### src/hdl/assert_macros.svh
// assertion helpers shared by the rtl
`ifndef ASSERT_MACROS_SVH
`define ASSERT_MACROS_SVH
`ifndef SYNTHESIS
// same-cycle implication
`define ASSERT_IMPL(label, clk, rst_n, ante, cons, msg) \
    label: assert property (@(posedge clk) disable iff (!rst_n) (ante) |-> (cons)) \
        else $error(msg);
// next-cycle implication
`define ASSERT_NEXT(label, clk, rst_n, ante, cons, msg) \
    label: assert property (@(posedge clk) disable iff (!rst_n) (ante) |=> (cons)) \
        else $error(msg);
`else
`define ASSERT_IMPL(label, clk, rst_n, ante, cons, msg)
`define ASSERT_NEXT(label, clk, rst_n, ante, cons, msg)
`endif
`endif

### src/hdl/chs_pkg.sv
`default_nettype none

package chs_pkg;

    // width of the divide datapath
    localparam int DQ_W = 32;

    // request opcodes
    typedef enum logic [1:0] {
        CMD_ADD   = 2'd0,
        CMD_QUERY = 2'd1,
        CMD_CLEAR = 2'd2,
        CMD_PEEK  = 2'd3
    } t_cmd;

    // register indexes on the config port
    typedef enum logic [1:0] {
        REG_RANGE_MIN = 2'd0,
        REG_RANGE_MAX = 2'd1,
        REG_NUM_BINS  = 2'd2,
        REG_BIN_WIDTH = 2'd3
    } t_reg_idx;

    // config reset values
    localparam logic [31:0] RST_RANGE_MIN = 32'd0;
    localparam logic [31:0] RST_RANGE_MAX = 32'd65536;
    localparam logic [6:0]  RST_NUM_BINS  = 7'd16;
    localparam logic [30:0] RST_BIN_WIDTH = 31'd4096;

    // saturation limits
    localparam logic [31:0] CNT_MAX     = 32'hFFFF_FFFF;
    localparam logic [63:0] SUM_POS_MAX = 64'h7FFF_FFFF_FFFF_FFFF;
    localparam logic [63:0] SUM_NEG_MAX = 64'h8000_0000_0000_0000;
    localparam logic [31:0] AVG_POS_MAX = 32'h7FFF_FFFF;
    localparam logic [31:0] AVG_NEG_MAX = 32'h8000_0000;

    // shared subtract unit operations
    typedef enum logic {
        ALU_CMP  = 1'b0,
        ALU_STEP = 1'b1
    } t_alu_op;

    typedef struct packed {
        t_alu_op           op;
        logic [DQ_W-1:0]   rem;
        logic [DQ_W-1:0]   dq;
        logic [DQ_W-1:0]   divisor;
    } t_alu_req;

    typedef struct packed {
        logic              ge;
        logic [DQ_W-1:0]   rem;
        logic [DQ_W-1:0]   dq;
    } t_alu_rsp;

endpackage

`default_nettype wire

### src/hdl/chs_alu.sv
`default_nettype none

module chs_alu (
    input  wire chs_pkg::t_alu_req i_req,
    output chs_pkg::t_alu_rsp      o_rsp
);
    import chs_pkg::*;

    logic [DQ_W:0]   opa;
    logic [DQ_W+1:0] diff;

    // compare uses the remainder as is, a divide step shifts in the next dividend bit
    assign opa  = (i_req.op == ALU_STEP) ? {i_req.rem, i_req.dq[DQ_W-1]}
                                         : {1'b0, i_req.rem};
    assign diff = {1'b0, opa} - {2'b00, i_req.divisor};

    // restoring step: keep the difference when it does not go negative
    assign o_rsp.ge  = ~diff[DQ_W+1];
    assign o_rsp.rem = o_rsp.ge ? diff[DQ_W-1:0] : opa[DQ_W-1:0];
    assign o_rsp.dq  = {i_req.dq[DQ_W-2:0], o_rsp.ge};

endmodule

`default_nettype wire

### config.mk
export PLATFORM = sky130hd
export DESIGN_NAME = chs_alu
export DESIGN_NICKNAME = d
export VERILOG_FILES = /design/src/hdl/assert_macros.svh /design/src/hdl/chs_pkg.sv /design/src/hdl/chs_alu.sv
export SDC_FILE = /design/constraint.sdc
export NUM_CORES = 1
export LEC_CHECK = 0
export BUFFER_PORTS_ARGS = -buffer_cell sky130_fd_sc_hd__buf_2
export CORE_MARGIN = 2
export CORE_UTILIZATION = 48
export DETAILED_ROUTE_END_ITERATION = 8
export PLACE_DENSITY = 0.95
export SETUP_SLACK_MARGIN = 0.05
export SLEW_MARGIN = 15
export SYNTH_ARGS = -nofsm -noshare
export SYNTH_HDL_FRONTEND = slang
export SYNTH_SLANG_ARGS = --single-unit
### constraint.sdc
create_clock -name vclk -period 8.75
set_input_delay 2.625 -clock vclk [all_inputs]
set_output_delay 2.625 -clock vclk [all_outputs]
set_load 0.05 [all_outputs]
==> metrics <==
crit end category primary output; I/O pin cnt 162; number of setup buffers added after CTS 0; setup TNS 0 ps; RSZ-0062 raised after global routing false; drt pass-1 iters 4; Period minus WS final 8530 ps; PD cells 140 nW/um^2; WS Path Type input pin to primary output; max_cap viols 0; area grow syn2layout 11.5%; Net count, final 584; Worst EP arrival 5910 ps; Clock Power Share 0%; Diodes inserted 0; row count 29; gpl congestion 0.930; vias after detailed routing 3037; sequential cell count 0; register area 0 sq um; core area 6240 sq um; fin crit share 97.5%; Resized cells post-CTS 0; fmax 117 MHz; Peak VDD IR 78.2 uV; Pins Over Slew Limit 0; final antenna-violating net count 0; outcome complete, no violations; Tot GR Track Use 20.0%; Logic pwr share 100.0%; DP Wirelength 6430 um; Startpoint Class input pin; footprint of the multi-input gates 2550 sq um; Cell Area, Synth 3050 sq um; first-pass GRT wire length 12500 um; Syn Area/Cell 7.78 sq um; die area 7000 sq um; Placed Cells 529; DRC 0; Worst slew margin 67.6%; GR Overflow Total 0; Yosys warnings 0; Pwr Total 0.000476 W; Initial DRC Count 121; Clock Buffer Count 0; vias in the first global route 2962; Mapped Cells 392; Post-Route WL 7630 um; CTS Hold Bufs 0; final setup vio count 0; Seq pwr share 0%; worst hold path type input pin to primary output; DIE WIDTH 83.7 um; Final Hold Viols 0; Yosys cell types 60; worst slew pin tran 479 ps; layout filler cell count 596; wire length per cell 14.4 um; PortBufs 100; largest net degree at the start of global routing 33; Die H 83.7 um; vias per cell 5.74; Net Sw Frac 62.8%; P_int 0.000177 W; CP max FO 4; layout cells sized above 1 40.3%; Starting Density 48.8%; net count after synthesis 522; antenna violations before repair 0; Lkg Pwr 1.75 nW; Psw 0.000299 W; Seq/Total Area, Yosys 0%; Cell Count, Final, Fillers Out 529; WP data required 6120 ps
## synth_stat cells (12+ instances only)
library cell / n / share of area [%]
mux2_2: 31 / 11
nand3_1: 12 / 2.0
xnor2_1: 12 / 3.4
a21o_1: 12 / 3.0
a21oi_1: 33 / 5.4
o21ai_0: 19 / 3.1
nor2_1: 15 / 1.8
ha_1: 32 / 13
mux2_4: 24 / 12
inv_1: 42 / 5.2
buf_4: 34 / 8.4
nand2_1: 16 / 2.0
xor2_1: 12 / 3.4
## worst max-delay path, cell delays in order
cell	delay, ps
buf_2	140
mux2i_1	260
ha_1	210
inv_1	60
fa_1	420
a21oi_1	270
o211ai_1	160
a221oi_2	410
o21ai_1	210
a31oi_1	300
o21ai_0	170
xor2_1	180
mux2_4	280
buf_2	210
## layer usage
metal / GRT usage (%) / part of all wire (%)
met1: 24.3 / 42
met2: 38.6 / 51
met3: 1.78 / 5.5
met4: 2.79 / 1.0
met5: 0 / 0
## layout by cell type, fill, tap and decap left out, types with 2 or more instances in the layout
master     netlist  layout
a21boi_0         6       6
mux2i_1          6       6
and2_1           3       3
or2_2            3       3
a31o_2           2       2
mux2_2          31      31
nand4_1          3       3
buf_4           34       5
o31ai_2          2       2
a2111oi_2        1       2
mux2_4          24      24
a21o_1          12      12
inv_1           42      42
nor2b_1          3       3
o21ai_1          3       3
buf_2            3     100
a211oi_1         5       4
nor2_1          15      15
buf_12           2       3
nor3_1           6       6
nand3_1         12      12
o211ai_1         4       4
a31oi_1          3       3
xor2_1          12      12
nand2_1         16      16
a21oi_1         33      33
o21a_1           6       6
nand2b_1         2       2
ha_1            32      32
o21ai_0         19      19
xnor2_1         12      12
## area by class of cell
cell class,instances,area share (%)
multi-input cells,302,74.9
inverters,42,4.64
repair buffers,108,17.6
well taps,77,2.84
## cells by family (layout without fill, tap and decap cells)
family | after synthesis | after routing | share of synthesized area, %
adder cells (fa/ha/maj) | 33 | 33 | 13.8
buffers and inverters | 90 | 150 | 17.1
multiplexers | 61 | 61 | 25.2
XOR/XNOR | 24 | 24 | 6.90
AO/OA/AOI/OAI | 112 | 112 | 24.3
AND/OR/NAND/NOR | 72 | 72 | 12.7
## power groups by stage
stage / clock, W / sequential (W) / combinational [W]
5_1_grt: 0 / 0 / 0.000506
6_report: 0 / 0 / 0.000476
3_3_place_gp: 0 / 0 / 0.000462
4_1_cts: 0 / 0 / 0.000472
2_1_floorplan: 0 / 0 / 0.000423
3_5_place_dp: 0 / 0 / 0.000470
## final timing paths
| kind | startpoint | to | slack [ps] | cells past startpoint |
|---|---|---|---|---|
| setup / recovery | i_req[96] | o_rsp[54] | 220 | 14 |
| hold / removal | i_req[41] | o_rsp[10] | 5250 | 0 |
## stage by stage
| stage | cell area (sq um) | setup WS [ps] | utilization, % | hold WS (ps) |
|---|---|---|---|---|
| 2_1_floorplan | 3050 | -78.2 | - | 5420 |
| 3_3_place_gp | 3380 | 255 | 54.2 | 5250 |
| 3_5_place_dp | 3380 | 185 | 54.2 | 5250 |
| 4_1_cts | 3380 | 168 | 54.2 | 5250 |
| 5_1_grt | 3400 | 83.5 | 54.5 | 5250 |
| 6_report | 3400 | 216 | 54.5 | 5250 |
No activity file was read; power rests on OpenSTA's default activity.
